### config.mk
export PLATFORM = sky130hd
export DESIGN_NAME = propeller_pulse_rate_meter_flat
export DESIGN_NICKNAME = d
export VERILOG_FILES = /design/src/sv/ppr_pkg.sv /design/src/sv/ppr_ifs.sv /design/src/sv/ppr_ctrl.sv /design/src/sv/ppr_dp.sv /design/src/sv/propeller_pulse_rate_meter.sv /design/src/flat_wrapper.sv
export SDC_FILE = /design/constraint.sdc
export NUM_CORES = 1
export LEC_CHECK = 0
export BUFFER_PORTS_ARGS = -buffer_cell sky130_fd_sc_hd__buf_4
export CORE_MARGIN = 2
export CORE_UTILIZATION = 55
export CTS_CLUSTER_DIAMETER = 150
export DETAILED_ROUTE_END_ITERATION = 8
export GPL_ROUTABILITY_DRIVEN = 0
export HOLD_SLACK_MARGIN = 0.03
export PLACE_DENSITY = 0.73
export SETUP_SLACK_MARGIN = 0.15
export SYNTH_ARGS = -nofsm -noshare
export SYNTH_HDL_FRONTEND = slang
export SYNTH_SLANG_ARGS = --single-unit
### constraint.sdc
create_clock -name clk -period 19.6 [get_ports clk]
set_input_delay 1.96 -clock clk [delete_from_list [all_inputs] [get_ports clk]]
set_output_delay 1.96 -clock clk [all_outputs]
set_load 0.02 [all_outputs]
### src/sv/ppr_pkg.sv
// Shared types and constants of the propeller pulse rate meter.
package ppr_pkg;

    localparam int FUNC_W      = 2;
    localparam int STAMP_W     = 24;
    localparam int CAL_W       = 16;
    localparam int MIN_W       = 24;
    localparam int SPEED_W     = 24;
    localparam int TOTAL_W     = 16;
    localparam int SCALE_SHIFT = 7;
    localparam int CFG_IDX_W   = 1;
    localparam int CFG_DATA_W  = 24;
    localparam int DIV_CNT_W   = 5;

    localparam logic [DIV_CNT_W-1:0] DIV_LAST = DIV_CNT_W'(SPEED_W - 1);

    localparam logic [CFG_IDX_W-1:0] CFG_CALIBRATION  = 1'd0;
    localparam logic [CFG_IDX_W-1:0] CFG_MIN_INTERVAL = 1'd1;

    localparam logic [CAL_W-1:0]   CAL_RESET = 16'd45613;
    localparam logic [MIN_W-1:0]   MIN_RESET = 24'd32768;
    localparam logic [SPEED_W-1:0] SPEED_MAX = {SPEED_W{1'b1}};
    localparam logic [TOTAL_W-1:0] TOTAL_MAX = {TOTAL_W{1'b1}};

    typedef enum logic [FUNC_W-1:0] {
        FN_PULSE   = 2'd0,
        FN_READ    = 2'd1,
        FN_RESTART = 2'd2
    } func_t;

    typedef enum logic [2:0] {
        ST_IDLE,
        ST_MUL,
        ST_CHECK,
        ST_DIV,
        ST_DONE
    } state_t;

    typedef struct packed {
        logic pulse;
        logic restart;
        logic capture;
        logic mul;
        logic check;
        logic step;
        logic load_out;
    } ppr_cmd_t;

    typedef struct packed {
        logic out_free;
    } ppr_stat_t;

endpackage

### src/sv/ppr_ifs.sv
// Request and result channel interfaces of the propeller pulse rate meter.
interface ppr_in_if;
    logic                            valid;
    logic                            ready;
    logic [ppr_pkg::FUNC_W-1:0]      func;
    logic [ppr_pkg::STAMP_W-1:0]     now_time;

    modport source (output valid, output func, output now_time, input ready);
    modport sink   (input valid, input func, input now_time, output ready);
endinterface

interface ppr_out_if;
    logic                            valid;
    logic                            ready;
    logic [ppr_pkg::SPEED_W-1:0]     speed_q8;
    logic                            valid_res;
    logic [ppr_pkg::TOTAL_W-1:0]     pulse_total;

    modport source (output valid, output speed_q8, output valid_res, output pulse_total,
                    input ready);
    modport sink   (input valid, input speed_q8, input valid_res, input pulse_total,
                    output ready);
endinterface

### src/sv/ppr_ctrl.sv
// Sequencing state machine of the propeller pulse rate meter.
module ppr_ctrl (
    input  logic                        clk,
    input  logic                        rst_n,
    input  logic                        in_valid,
    input  logic [ppr_pkg::FUNC_W-1:0]  in_func,
    output logic                        in_ready,
    input  ppr_pkg::ppr_stat_t          stat,
    output ppr_pkg::ppr_cmd_t           cmd
);

    ppr_pkg::state_t                   state_reg;
    ppr_pkg::state_t                   state_next;
    logic [ppr_pkg::DIV_CNT_W-1:0]     cnt_reg;
    logic [ppr_pkg::DIV_CNT_W-1:0]     cnt_next;

    always_ff @(posedge clk or negedge rst_n)
    begin
        if (!rst_n)
        begin
            state_reg <= ppr_pkg::ST_IDLE;
            cnt_reg   <= '0;
        end
        else
        begin
            state_reg <= state_next;
            cnt_reg   <= cnt_next;
        end
    end

    always_comb
    begin
        state_next = state_reg;
        cnt_next   = cnt_reg;
        cmd        = '0;
        in_ready   = 1'b0;
        case (state_reg)
            ppr_pkg::ST_IDLE:
            begin
                in_ready = 1'b1;
                if (in_valid)
                begin
                    case (in_func)
                        ppr_pkg::FN_PULSE:   cmd.pulse = 1'b1;
                        ppr_pkg::FN_RESTART: cmd.restart = 1'b1;
                        ppr_pkg::FN_READ:
                        begin
                            cmd.capture = 1'b1;
                            state_next  = ppr_pkg::ST_MUL;
                        end
                        default: ;
                    endcase
                end
            end
            ppr_pkg::ST_MUL:
            begin
                cmd.mul    = 1'b1;
                state_next = ppr_pkg::ST_CHECK;
            end
            ppr_pkg::ST_CHECK:
            begin
                cmd.check  = 1'b1;
                cnt_next   = '0;
                state_next = ppr_pkg::ST_DIV;
            end
            ppr_pkg::ST_DIV:
            begin
                cmd.step = 1'b1;
                cnt_next = cnt_reg + 1'b1;
                if (cnt_reg == ppr_pkg::DIV_LAST)
                begin
                    state_next = ppr_pkg::ST_DONE;
                end
            end
            ppr_pkg::ST_DONE:
            begin
                if (stat.out_free)
                begin
                    cmd.load_out = 1'b1;
                    state_next   = ppr_pkg::ST_IDLE;
                end
            end
            default:
            begin
                state_next = ppr_pkg::ST_IDLE;
            end
        endcase
    end

endmodule

### src/sv/ppr_dp.sv
// Datapath of the propeller pulse rate meter: counter, stamp, multiplier, divider.
module ppr_dp #(
    parameter int TIME_BITS  = 24,
    parameter int COUNT_BITS = 16
) (
    input  logic                             clk,
    input  logic                             rst_n,
    input  ppr_pkg::ppr_cmd_t                cmd,
    output ppr_pkg::ppr_stat_t               stat,
    input  logic [ppr_pkg::STAMP_W-1:0]      now_time,
    input  logic                             wr_en,
    input  logic [ppr_pkg::CFG_IDX_W-1:0]    wr_index,
    input  logic [ppr_pkg::CFG_DATA_W-1:0]   wr_data,
    input  logic                             out_ready,
    output logic                             out_valid,
    output logic [ppr_pkg::SPEED_W-1:0]      speed_q8,
    output logic                             valid_res,
    output logic [ppr_pkg::TOTAL_W-1:0]      pulse_total
);

    localparam int MUL_W = COUNT_BITS + ppr_pkg::CAL_W;
    localparam int NUM_W = MUL_W + ppr_pkg::SCALE_SHIFT;
    localparam int LIM_W = TIME_BITS + ppr_pkg::SPEED_W;
    localparam int CMP_W = (NUM_W > LIM_W) ? NUM_W : LIM_W;
    localparam int IV_W  = (TIME_BITS > ppr_pkg::MIN_W) ? TIME_BITS : ppr_pkg::MIN_W;
    localparam int TW    = (COUNT_BITS > ppr_pkg::TOTAL_W) ? COUNT_BITS : ppr_pkg::TOTAL_W;

    logic [ppr_pkg::CAL_W-1:0]   cal_reg;
    logic [ppr_pkg::MIN_W-1:0]   min_reg;
    logic [COUNT_BITS-1:0]       counter_reg;
    logic [TIME_BITS-1:0]        stamp_reg;
    logic [TIME_BITS-1:0]        elapsed_reg;
    logic [COUNT_BITS-1:0]       count_cap_reg;
    logic [NUM_W-1:0]            prod_reg;
    logic                        ovf_reg;
    logic                        ok_reg;
    logic [TIME_BITS-1:0]        rem_reg;
    logic [ppr_pkg::SPEED_W-1:0] low_reg;
    logic [ppr_pkg::SPEED_W-1:0] quo_reg;
    logic                        out_valid_reg;
    logic [ppr_pkg::SPEED_W-1:0] speed_reg;
    logic                        valid_res_reg;
    logic [ppr_pkg::TOTAL_W-1:0] total_reg;

    logic [TIME_BITS-1:0]        now_trim;
    logic [MUL_W-1:0]            mul_full;
    logic [CMP_W-1:0]            num_ext;
    logic [CMP_W-1:0]            lim_ext;
    logic                        ovf_next;
    logic                        ok_next;
    logic [TIME_BITS:0]          trial;
    logic [TIME_BITS:0]          divisor_ext;
    logic                        q_bit;
    logic [TIME_BITS:0]          diff;
    logic [ppr_pkg::TOTAL_W-1:0] total_next;
    logic [ppr_pkg::SPEED_W-1:0] speed_next;

    assign now_trim    = TIME_BITS'(now_time);
    assign mul_full    = count_cap_reg * cal_reg;
    assign num_ext     = CMP_W'(prod_reg);
    assign lim_ext     = CMP_W'(elapsed_reg) << ppr_pkg::SPEED_W;
    assign ovf_next    = (num_ext >= lim_ext);
    assign ok_next     = (elapsed_reg != '0) && (IV_W'(elapsed_reg) >= IV_W'(min_reg));
    assign trial       = {rem_reg, low_reg[ppr_pkg::SPEED_W-1]};
    assign divisor_ext = {1'b0, elapsed_reg};
    assign q_bit       = (trial >= divisor_ext);
    assign diff        = trial - divisor_ext;
    assign total_next  = (TW'(count_cap_reg) > TW'(ppr_pkg::TOTAL_MAX)) ?
                         ppr_pkg::TOTAL_MAX : ppr_pkg::TOTAL_W'(count_cap_reg);
    assign speed_next  = !ok_reg ? '0 : (ovf_reg ? ppr_pkg::SPEED_MAX : quo_reg);

    // Configuration and interval state.
    always_ff @(posedge clk or negedge rst_n)
    begin
        if (!rst_n)
        begin
            cal_reg     <= ppr_pkg::CAL_RESET;
            min_reg     <= ppr_pkg::MIN_RESET;
            counter_reg <= '0;
            stamp_reg   <= '0;
        end
        else
        begin
            if (wr_en)
            begin
                if (wr_index == ppr_pkg::CFG_CALIBRATION)
                begin
                    cal_reg <= wr_data[ppr_pkg::CAL_W-1:0];
                end
                else
                begin
                    min_reg <= wr_data[ppr_pkg::MIN_W-1:0];
                end
            end
            if (cmd.restart || cmd.capture)
            begin
                counter_reg <= '0;
                stamp_reg   <= now_trim;
            end
            else if (cmd.pulse && (counter_reg != {COUNT_BITS{1'b1}}))
            begin
                counter_reg <= counter_reg + 1'b1;
            end
        end
    end

    // Arithmetic: capture, multiply, range check, one quotient bit per step.
    always_ff @(posedge clk)
    begin
        if (cmd.capture)
        begin
            elapsed_reg   <= now_trim - stamp_reg;
            count_cap_reg <= counter_reg;
        end
        if (cmd.mul)
        begin
            prod_reg <= {mul_full, {ppr_pkg::SCALE_SHIFT{1'b0}}};
        end
        if (cmd.check)
        begin
            ovf_reg <= ovf_next;
            ok_reg  <= ok_next;
            rem_reg <= TIME_BITS'(prod_reg[NUM_W-1:ppr_pkg::SPEED_W]);
            low_reg <= prod_reg[ppr_pkg::SPEED_W-1:0];
            quo_reg <= '0;
        end
        if (cmd.step)
        begin
            rem_reg <= q_bit ? diff[TIME_BITS-1:0] : trial[TIME_BITS-1:0];
            low_reg <= {low_reg[ppr_pkg::SPEED_W-2:0], 1'b0};
            quo_reg <= {quo_reg[ppr_pkg::SPEED_W-2:0], q_bit};
        end
        if (cmd.load_out)
        begin
            speed_reg     <= speed_next;
            valid_res_reg <= ok_reg;
            total_reg     <= total_next;
        end
    end

    // Output register.
    always_ff @(posedge clk or negedge rst_n)
    begin
        if (!rst_n)
        begin
            out_valid_reg <= 1'b0;
        end
        else if (cmd.load_out)
        begin
            out_valid_reg <= 1'b1;
        end
        else if (out_ready)
        begin
            out_valid_reg <= 1'b0;
        end
    end

    assign stat.out_free = !out_valid_reg || out_ready;
    assign out_valid     = out_valid_reg;
    assign speed_q8      = speed_reg;
    assign valid_res     = valid_res_reg;
    assign pulse_total   = total_reg;

endmodule

### src/sv/propeller_pulse_rate_meter.sv
// Top level of the propeller pulse rate meter.
//
//   Channel   Direction  Carries                                  Handshake
//   sample    in         func, now_time                           valid/ready
//   result    out        speed_q8, valid_res, pulse_total         valid/ready
//   wr_*      in         wr_index, wr_data (calibration, minimum) wr_en only
//
// A pulse, restart or unused request is handled while idle, and the next request can
// follow at once. A read steps through capture, a multiply, a range check, a restoring
// divider at one quotient bit per cycle, and a load once the result register is free.
// Reset clears the pulse count and the stamp and restores the default configuration.
// A new request is taken while an earlier result waits in the result register;
// a read finishes only once that result has been taken.
module propeller_pulse_rate_meter #(
    parameter int TIME_BITS  = 24,
    parameter int COUNT_BITS = 16
) (
    input  logic                             clk,
    input  logic                             rst_n,
    ppr_in_if.sink                           sample,
    ppr_out_if.source                        result,
    input  logic                             wr_en,
    input  logic [ppr_pkg::CFG_IDX_W-1:0]    wr_index,
    input  logic [ppr_pkg::CFG_DATA_W-1:0]   wr_data
);

    ppr_pkg::ppr_cmd_t           cmd;
    ppr_pkg::ppr_stat_t          stat;
    logic                        in_ready;
    logic                        out_valid;
    logic [ppr_pkg::SPEED_W-1:0] speed_q8;
    logic                        valid_res;
    logic [ppr_pkg::TOTAL_W-1:0] pulse_total;

    // The controller decodes each request and steps the datapath through a read.
    ppr_ctrl u_ctrl (
        .clk      (clk),
        .rst_n    (rst_n),
        .in_valid (sample.valid),
        .in_func  (sample.func),
        .in_ready (in_ready),
        .stat     (stat),
        .cmd      (cmd)
    );

    // The datapath holds the count, the stamp, the configuration and the
    // multiply-then-divide arithmetic of a reading.
    ppr_dp #(
        .TIME_BITS  (TIME_BITS),
        .COUNT_BITS (COUNT_BITS)
    ) u_dp (
        .clk         (clk),
        .rst_n       (rst_n),
        .cmd         (cmd),
        .stat        (stat),
        .now_time    (sample.now_time),
        .wr_en       (wr_en),
        .wr_index    (wr_index),
        .wr_data     (wr_data),
        .out_ready   (result.ready),
        .out_valid   (out_valid),
        .speed_q8    (speed_q8),
        .valid_res   (valid_res),
        .pulse_total (pulse_total)
    );

    assign sample.ready       = in_ready;
    assign result.valid       = out_valid;
    assign result.speed_q8    = speed_q8;
    assign result.valid_res   = valid_res;
    assign result.pulse_total = pulse_total;

endmodule

### src/flat_wrapper.sv
// flat-port wrapper written by rule: the top's interface ports become plain ports
module propeller_pulse_rate_meter_flat 
#(
    parameter int TIME_BITS  = 24,
    parameter int COUNT_BITS = 16
)
  (clk, rst_n, wr_en, wr_index, wr_data, sample_valid, sample_func, sample_now_time, sample_ready, result_valid, result_speed_q8, result_valid_res, result_pulse_total, result_ready);
  ppr_in_if sample_i ();
  ppr_out_if result_i ();
  input  logic clk;
  input  logic rst_n;
  input  logic wr_en;
  input  logic [ppr_pkg::CFG_IDX_W-1:0] wr_index;
  input  logic [ppr_pkg::CFG_DATA_W-1:0] wr_data;
  input wire logic [$bits(sample_i.valid)-1:0] sample_valid;
  input wire logic [$bits(sample_i.func)-1:0] sample_func;
  input wire logic [$bits(sample_i.now_time)-1:0] sample_now_time;
  output wire logic [$bits(sample_i.ready)-1:0] sample_ready;
  output wire logic [$bits(result_i.valid)-1:0] result_valid;
  output wire logic [$bits(result_i.speed_q8)-1:0] result_speed_q8;
  output wire logic [$bits(result_i.valid_res)-1:0] result_valid_res;
  output wire logic [$bits(result_i.pulse_total)-1:0] result_pulse_total;
  input wire logic [$bits(result_i.ready)-1:0] result_ready;
  assign sample_i.valid = sample_valid;
  assign sample_i.func = sample_func;
  assign sample_i.now_time = sample_now_time;
  assign sample_ready = sample_i.ready;
  assign result_valid = result_i.valid;
  assign result_speed_q8 = result_i.speed_q8;
  assign result_valid_res = result_i.valid_res;
  assign result_pulse_total = result_i.pulse_total;
  assign result_i.ready = result_ready;
  propeller_pulse_rate_meter #(.TIME_BITS(TIME_BITS), .COUNT_BITS(COUNT_BITS)) u_core (.clk(clk), .rst_n(rst_n), .sample(sample_i), .result(result_i), .wr_en(wr_en), .wr_index(wr_index), .wr_data(wr_data));
endmodule
==> out/qor.txt, run 1 <==
Initial Utilization - 0.556
post-synthesis sequential area ratio - 0.348
Starting DRT DRC Count - 1062
clk slew on worst S/H paths - 60 ps
CP Class - register to register
Max Root-Sink Buffers - 3
fin crit period - 6980 ps
Core ar. - 39500 µm²
Clock Latency Late Sink - 610 ps
crit-path leading delay family - adder cells
FF-to-FF path depth - 21
slowest stage delay, CP - 680 ps
RSZ-0062 raised after global routing - no
Worst-Margin Slew - 1140 ps
leading area contributor after synthesis - edfxtp_1
1st-pass router iterations - 5
n_diodes - 0
top_reg_cell synth - edfxtp_1
Die Width - 204 µm
count of pins over their slew limit - 0
Startpoint Class - register
Via density - 5.66
syn nets - 2598
flop-to-flop setup slack - 12620 ps
clock sink total - 269
async set-reset flop share out of synthesis - 0.331
Area Growth Syn to Fin - 10.1%
most area-consuming cells after synthesis - edfxtp_1 (25%), fa_1 (18%), ha_1 (11%)
Crit path arrival time - 7330 ps
Compound-Gate Fraction of Synth Area - 0.0951
Reg area - 7640 µm²
WL final - 50.7 mm
top-count cell post-synth - inv_1
worst reg2reg path endpoint - u_core.u_dp.prod_reg[38]
first-pass GRT wire length - 83.0 mm
DIE AREA - 41600 µm²
CTS tree - yes
multi-input combinational cell area - 12900 µm²
DRT antenna net count - 0
post-route setup TNS - 0 ps
count of cell types in the netlist - 71
area share of fa/ha/maj cells after synthesis - 0.288
TritonCTS Buffers - 30
Relative slew margins - 0.239
setup repair bufs after CTS - 0
endpoints failing hold - 0
I/O pin count - 99
endpoints failing setup - 0
hold path depth - 0
HPWL Detailed - 38.1 mm
slowest CP cell - edfxtp_1
GRT Overall Usage - 0.250
post-CTS resize count - 0
Worst path depth - 21
FF+latch count, synth - 269
CP cell instances - and2_1 -> fa_1 -> inv_1 -> fa_1 -> fa_1 -> inv_1 -> fa_1 -> fa_1 -> inv_1 -> fa_1 -> inv_1 -> ha_1 -> nand3_1 -> a211oi_1 -> a21oi_1 -> nor2_1 -> a311oi_1 -> o21ai_0 -> o2111ai_1 -> a311oi_1 -> xnor2_1
Hold Path Class - register to register
number of synthesized flops with an enable pin - 180
multiplexer share of the synthesized area - 0.0214
initial antenna violation count - 0
hold_sp - u_core.u_dp.counter_reg[8]
# rows - 73
fin crit share - 0.356
syn avg cell area - 10.2 µm²
max-cap check violation count - 0
r2r startpoint - u_core.u_dp.count_cap_reg[7]
number of global-route vias before repair - 16100
simple-gate area share of the yosys netlist - 0.146
hold_buf cts - 0
Most common cell on crit path - fa_1
Post-route DRC - 0
routed len/inst - 18.3 µm
Post-Synth XOR/XNOR Area - 0.0343
die height - 204 µm
via count - 15700
largest family of logic cells by synthesized area - adder cells
IO buf count - 98
Achievable Freq - 143 MHz
H-tree depth - 1
Fill cells - 3267
Post-Synthesis Cell Area - 22000 µm²
Min-Delay Endpoint - u_core.u_dp.count_cap_reg[8]
required time of the critical path - 19950 ps
status - finished clean
post-synthesis cell count - 2154
root buf cell - clkbuf_16
element type at the critical path end - register
top post-synthesis cells by count - inv_1 (317), nand2_1 (283), fa_1 (196)
CP bufs+invs - 4
Ys Warns - 0
Worst Skew - 40.2 ps
crit path max fanout - 17
share of layout cells above drive strength 1 - 0.0989
Yosys top cell area share - 0.246
max FFs per register - 32
Overflow after GRT - 0
largest net degree at the start of global routing - 77
Nets - 2664
[area by class of cell]
type | count | share of cell area
well taps | 525 | 0.0271
multi-input cells | 1493 | 0.531
inverters | 317 | 0.0492
repair buffers | 109 | 0.0338
flip-flops and latches | 269 | 0.316
clock buffers | 36 | 0.0324
clock inverters | 20 | 0.0105
[per-layer routing]
layer	GRT usage	vias to the layer above	wire, µm
met4	0.0800	0	1410
met3	0.0419	95	3540
met5	0	-	0
met1	0.346	7760	21900
met2	0.405	526	23900
li1	-	7299	-
[worst register-to-register path, delay by kind of cell, from the launching register on]
kind / cells / cell delay [ps]
adder cells (fa/ha/maj): 7 / 3400
AO/OA/AOI/OAI: 6 / 1670
flip-flops: 1 / 680
AND/OR/NAND/NOR: 3 / 670
buffers and inverters: 4 / 200
XOR/XNOR: 1 / 120
[cell families (layout without fill, tap and decap cells)]
group                    Yosys count  count (layout)
flip-flops                       269             269
adder cells (fa/ha/maj)          388             388
multiplexers                      42              42
buffers and inverters            392             482
XOR/XNOR                          86              86
AND/OR/NAND/NOR                  655             655
AO/OA/AOI/OAI                    322             322
[stage by stage]
step / cell area [µm²] / hold slack [ps] / std cells / util / setup slack, ps
6_report: 24200 / 490 / 2769 / 0.612 / 12620
5_1_grt: 24200 / 498 / 2769 / 0.612 / 12170
4_1_cts: 24200 / 485 / 2769 / 0.612 / 12720
3_5_place_dp: 23200 / 475 / 2713 / 0.586 / 12730
3_3_place_gp: 23200 / 469 / 2713 / 0.586 / 12900
2_1_floorplan: 22000 / 454 / 2154 / - / 13290
[cell usage in the layout (no fill, tap or decap), types with 6 or more instances in the layout]
cell | synthesis | final
fa_1 | 196 | 196
o21a_1 | 39 | 39
a211oi_1 | 7 | 7
nand4_1 | 14 | 14
dfrtp_1 | 80 | 80
o22ai_1 | 7 | 7
and4_1 | 8 | 7
nand2_1 | 283 | 283
ha_1 | 192 | 192
dfstp_2 | 9 | 9
a31oi_1 | 7 | 7
and2_1 | 124 | 124
mux2_2 | 40 | 40
a21o_1 | 31 | 31
nor4_1 | 8 | 8
nand2b_1 | 15 | 15
edfxtp_1 | 180 | 180
o211ai_1 | 23 | 23
o31ai_1 | 6 | 6
o21ai_1 | 6 | 6
nor3_1 | 19 | 19
o21ai_0 | 77 | 77
nor2_1 | 65 | 65
or3_1 | 9 | 9
nand3_1 | 33 | 33
o21bai_1 | 7 | 7
inv_1 | 317 | 316
buf_4 | 1 | 109
nor2b_1 | 18 | 18
xnor2_1 | 47 | 47
clkbuf_16 | 0 | 30
xor2_1 | 39 | 39
a21oi_1 | 74 | 74
and3_1 | 43 | 41
[worst max path at each step]
stage	start	endpoint	slack, ps
after floorplan	u_core.u_dp.cal_reg[9]	u_core.u_dp.prod_reg[38]	13290
after global placement	u_core.u_dp.count_cap_reg[7]	u_core.u_dp.prod_reg[38]	12900
after detailed placement	u_core.u_dp.count_cap_reg[6]	u_core.u_dp.prod_reg[38]	12730
after CTS	u_core.u_dp.count_cap_reg[7]	u_core.u_dp.prod_reg[38]	12720
after global routing	u_core.u_dp.count_cap_reg[10]	u_core.u_dp.prod_reg[38]	12170
final	u_core.u_dp.count_cap_reg[7]	u_core.u_dp.prod_reg[38]	12620
Power of run 1 is not shown: default switching activity piles up to over one toggle a cycle in this logic, so the estimate is an artifact.
==> run 2, diff against run 1 <==
==> constraint.sdc (replaced) <==
create_clock -name clk -period 7.25 [get_ports clk]
set_input_delay 0.725 -clock clk [delete_from_list [all_inputs] [get_ports clk]]
set_output_delay 0.725 -clock clk [all_outputs]
set_load 0.02 [all_outputs]
==> out/qor.txt, run 2 (synthesized netlist as in run 1, its figures left out) <==
DRT antenna net count - 0
Worst Skew - 43.3 ps
Relative slew margins - 0.236
Nets - 2682
clock sink total - 269
WL final - 50.8 mm
most frequent cells in the layout - inv_1 (316), nand2_1 (283), fa_1 (196)
Most common cell on crit path - fa_1
Reg area - 7650 µm²
Fill cells - 3198
share of layout cells above drive strength 1 - 0.109
initial antenna violation count - 0
Die Width - 204 µm
die height - 204 µm
Worst-Margin Slew - 1150 ps
root buf cell - clkbuf_16
I/O pin count - 99
DIE AREA - 41600 µm²
Core ar. - 39500 µm²
Initial Utilization - 0.556
H-tree depth - 1
Crit path arrival time - 7000 ps
clk slew on worst S/H paths - 70 ps
GRT Overall Usage - 0.252
CP bufs+invs - 3
element type at the critical path end - register
Startpoint Class - register
CTS tree - yes
CP cell instances - nand2_1 -> fa_1 -> inv_1 -> fa_1 -> fa_1 -> fa_1 -> fa_1 -> inv_1 -> fa_1 -> inv_1 -> ha_1 -> a21oi_1 -> o21ai_0 -> or3_1 -> o211ai_1 -> o22ai_1 -> a41o_1 -> a21oi_1 -> xnor2_1
Overflow after GRT - 0
max FFs per register - 32
endpoints failing setup - 0
first-pass GRT wire length - 83.3 mm
largest net degree at the start of global routing - 77
multi-input combinational cell area - 12900 µm²
post-route setup TNS - 0 ps
Via density - 5.64
Area Growth Syn to Fin - 11.2%
routed len/inst - 18.2 µm
slowest CP cell - dfrtp_1
status - finished clean
TritonCTS Buffers - 30
fin crit share - 0.920
fin crit period - 6670 ps
crit-path leading delay family - adder cells
HPWL Detailed - 38.2 mm
Worst Setup SP - u_core.u_dp.cal_reg[11]
n_diodes - 0
# rows - 73
max-cap check violation count - 0
Starting DRT DRC Count - 947
crit path max fanout - 17
Achievable Freq - 150 MHz
Post-route DRC - 0
RSZ-0062 raised after global routing - no
endpoints failing hold - 0
Hold Path Class - input pin to async pin
slowest stage delay, CP - 800 ps
Clock Latency Late Sink - 610 ps
via count - 15700
required time of the critical path - 7580 ps
Max Root-Sink Buffers - 3
IO buf count - 98
number of global-route vias before repair - 16000
count of pins over their slew limit - 0
1st-pass router iterations - 6
most common cell after layout, fill and taps aside - inv_1
r2r startpoint - u_core.u_dp.cal_reg[11]
CP Class - register to register
## run 2: cell types whose count changed in the layout (fill, tap and decap cells not counted), sizes merged
cell	delta
buf	+18
clkinv	-4
clkbuf	-3
clkinvlp	+3
inv	+2
bufinv	+1
## run 2: routing by layer
metal | GRT usage | vias to the layer above | routed length (µm)
met4 | 0.0759 | 0 | 1340
met3 | 0.0466 | 89 | 3750
met1 | 0.350 | 7774 | 22200
li1 | - | 7332 | -
met5 | 0 | - | 0
met2 | 0.405 | 519 | 23500
## run 2: layout make-up
cell class / instances / area share
Clock inverter: 22 / 0.0124
Inverter: 317 / 0.0487
Tap cell: 525 / 0.0269
Sequential cell: 269 / 0.313
Multi-Input combinational cell: 1493 / 0.526
Clock buffer: 33 / 0.0321
Timing Repair Buffer: 127 / 0.0406
## run 2: timing repair
action / CTS / global route
setup endpoints to repair: 0 / 4
resized for setup: 0 / 4
buffers inserted: 0 / 10
endpoints found under the hold margin: 0 / 0
hold buffers: 0 / 0
## run 2: path summary, 6_finish.rpt
check | depth (start not counted) | slack [ps] | end
max in group asynchronous | 2 | 6020 | u_core.u_dp.counter_reg[13]
setup reg to reg | 19 | 580 | u_core.u_dp.prod_reg[37]
hold reg to reg | 2 | 480 | u_core.u_dp.low_reg[10]
setup / recovery | 19 | 580 | u_core.u_dp.prod_reg[37]
min in group clk | 3 | 330 | u_core.u_dp.stamp_reg[21]
hold / removal | 1 | 90 | u_core.u_dp.stamp_reg[18]
## run 2: worst register-to-register path, stage by stage (launching register included)
cell	delay, ps
dfrtp_1	800
nand2_1	180
fa_1	530
inv_1	50
fa_1	470
fa_1	570
fa_1	550
fa_1	560
inv_1	60
fa_1	530
inv_1	40
ha_1	380
a21oi_1	220
o21ai_0	160
or3_1	370
o211ai_1	290
o22ai_1	160
a41o_1	260
a21oi_1	170
xnor2_1	90
## run 2: stage by stage
| step | worst slack, ps | util | cell area, µm² | hold WS, ps | instances |
|---|---|---|---|---|---|
| 6_report | 582 | 0.618 | 24400 | 91.7 | 2786 |
| 3_5_place_dp | 400 | 0.587 | 23200 | 482 | 2721 |
| 5_1_grt | 217 | 0.618 | 24400 | 122 | 2786 |
| 4_1_cts | 372 | 0.615 | 24300 | 114 | 2776 |
| 3_3_place_gp | 544 | 0.587 | 23200 | 475 | 2721 |
| 2_1_floorplan | 940 | - | 22000 | 429 | 2154 |
Power of run 2 is left out for the same reason.
==> run 3, diff against run 2 <==
--- a/config.mk
+++ b/config.mk
@@ -5,6 +5,7 @@
 export SDC_FILE = /design/constraint.sdc
 export NUM_CORES = 1
 export LEC_CHECK = 0
+export ABC_AREA = 1
 export BUFFER_PORTS_ARGS = -buffer_cell sky130_fd_sc_hd__buf_4
 export CORE_MARGIN = 2
 export CORE_UTILIZATION = 55
@@ -13,6 +14,7 @@
 export GPL_ROUTABILITY_DRIVEN = 0
 export HOLD_SLACK_MARGIN = 0.03
 export PLACE_DENSITY = 0.73
+export REMOVE_ABC_BUFFERS = 1
 export SETUP_SLACK_MARGIN = 0.15
 export SYNTH_ARGS = -nofsm -noshare
 export SYNTH_HDL_FRONTEND = slang
==> out/qor.txt, run 3 <==
status - finished clean
fin crit period - 6030 ps
Ys Warns - 0
H-tree depth - 1
top post-synthesis cells by count - nand2_1 (819), inv_1 (644), fa_1 (196)
flop-to-flop setup slack - 1220 ps
post-CTS resize count - 0
multi-input combinational cell area - 13200 µm²
WL final - 58.5 mm
r2r startpoint - u_core.u_dp.count_cap_reg[6]
via count - 19000
I/O pin count - 99
clk slew on worst S/H paths - 60 ps
max-cap check violation count - 0
crit path max fanout - 17
endpoints failing hold - 0
Pleak - 13.6 nW
routed len/inst - 16.5 µm
TritonCTS Buffers - 29
Initial Utilization - 0.554
DIE AREA - 44800 µm²
Area Growth Syn to Fin - 8.77%
Core ar. - 42800 µm²
Crit path arrival time - 6360 ps
internal power - 6.43 mW
Util after Layout - 0.603
Starting DRT DRC Count - 1767
FF+latch count, synth - 269
number of global-route vias before repair - 18700
combinational share of power - 0.651
required time of the critical path - 7590 ps
part of the power in registers - 0.228
clock sink total - 269
DRT antenna net count - 0
first-pass GRT wire length - 95.7 mm
post-synthesis cell count - 2933
Overflow after GRT - 0
most area-consuming cells after synthesis - edfxtp_1 (23%), fa_1 (17%), nand2_1 (13%)
n_diodes - 0
count of cell types in the netlist - 49
leading area contributor after synthesis - edfxtp_1
switching part of the total power - 0.498
die height - 212 µm
Relative slew margins - 0.344
most common cell after layout, fill and taps aside - nand2_1
post-synthesis sequential area ratio - 0.322
Max Root-Sink Buffers - 3
Post-Synthesis Cell Area - 23700 µm²
Via density - 5.38
worst slack, placed - 1310 ps
CP Class - register to register
Post-route DRC - 0
# rows - 76
Hold Path Class - input pin to async pin
endpoints failing setup - 0
element type at the critical path end - register
Nets - 3416
max FFs per register - 32
Worst Skew - 11.0 ps
number of synthesized flops with an enable pin - 180
async set-reset flop share out of synthesis - 0.331
DP Area - 24800 µm²
Fill cells - 3714
GRT Overall Usage - 0.269
top-count cell post-synth - nand2_1
Startpoint Class - register
CTS tree - yes
1st-pass router iterations - 6
syn avg cell area - 8.09 µm²
hold_buf cts - 0
post-route setup TNS - 0 ps
Switch Pwr - 6.37 mW
fin crit share - 0.831
setup repair bufs after CTS - 0
HPWL Detailed - 46.0 mm
final setup margin - 1220 ps
FF-to-FF path depth - 19
Clock Latency Late Sink - 580 ps
Achievable Freq - 166 MHz
Yosys top cell area share - 0.228
share of layout cells above drive strength 1 - 0.0644
Worst-Margin Slew - 981 ps
Die Width - 212 µm
Worst Setup SP - u_core.u_dp.count_cap_reg[6]
count of pins over their slew limit - 0
largest net degree at the start of global routing - 62
top_reg_cell synth - edfxtp_1
RSZ-0062 raised after global routing - no
Clk pwr share - 0.120
maximum vdd drop - 581 µV
most frequent cells in the layout - nand2_1 (818), inv_1 (644), fa_1 (196)
Reg area - 7640 µm²
design area - 25800 µm²
IO buf count - 98
initial antenna violation count - 0
root buf cell - clkbuf_16
PwrDens - 496 nW/µm²
worst reg2reg path endpoint - u_core.u_dp.prod_reg[37]
-- run 3: power by group through the flow --
stage	combinational, mW	sequential, mW	clock [mW]
floorplan	6.05	2.86	0
global placement	8.00	2.92	0
CTS	8.23	2.92	1.56
global route	9.47	2.97	1.62
detailed placement	8.16	2.94	0
finish	8.34	2.92	1.54
-- run 3: layout make-up --
type                            instances  share of cell area
Tap cell                              546              0.0265
Timing Repair Buffer                  107              0.0311
Clock buffer                           42              0.0324
Sequential cell                       269               0.296
Clock inverter                         12             0.00587
Inverter                              650              0.0946
Multi-Input combinational cell       1915               0.513
-- run 3: worst max-delay path by stage --
stage / to / slack [ps] / cells after the start
global route: u_core.u_dp.prod_reg[37] / 960 / 19
CTS: u_core.u_dp.prod_reg[25] / 1300 / 16
floorplan: u_core.u_dp.prod_reg[25] / 1800 / 16
global placement: u_core.u_dp.prod_reg[26] / 1460 / 21
detailed placement: u_core.u_dp.prod_reg[25] / 1310 / 16
finish: u_core.u_dp.prod_reg[37] / 1220 / 19
-- run 3: per-layer routing --
layer	vias up	GRT usage	wire length (µm)
met1	9015	0.377	25500
met5	-	0	0
met2	799	0.435	26600
met3	139	0.0396	4480
li1	9093	-	-
met4	0	0.0816	1920
-- run 3: through the flow --
stage / std cells / hold WS, ps / power (mW)
after global routing: 3541 / 102 / 14.1
after CTS: 3541 / 67.4 / 12.7
after global placement: 3487 / 441 / 10.9
after floorplan: 2834 / 426 / 8.91
after detailed placement: 3487 / 445 / 11.1
final: 3541 / 81.6 / 12.8
-- run 3: worst max-delay path, stage by stage (launching register included) --
cell	delay, ps
edfxtp_1	890
nand2_1	180
fa_1	570
inv_1	50
fa_1	530
fa_1	450
fa_1	530
fa_1	550
inv_1	60
fa_1	530
inv_1	40
ha_1	350
a21oi_1	210
o21ai_0	160
a21oi_1	280
nor2_1	70
nor2_1	130
nand2_1	70
nand2_1	50
nand2_1	50
-- run 3: cell families (layout without fill, tap and decap cells) --
kind of cell               Yosys count  in the layout  synth area share
DFF                                269            269             0.322
and+or+nand+nor                   1207           1207             0.211
adders and majority gates          388            388             0.267
AOI/OAI and AO/OA                  264            264            0.0593
xor gates and xnor gates            56             56            0.0207
buffers and inverters              749            811             0.121
No activity file was read; power rests on OpenSTA's default activity.
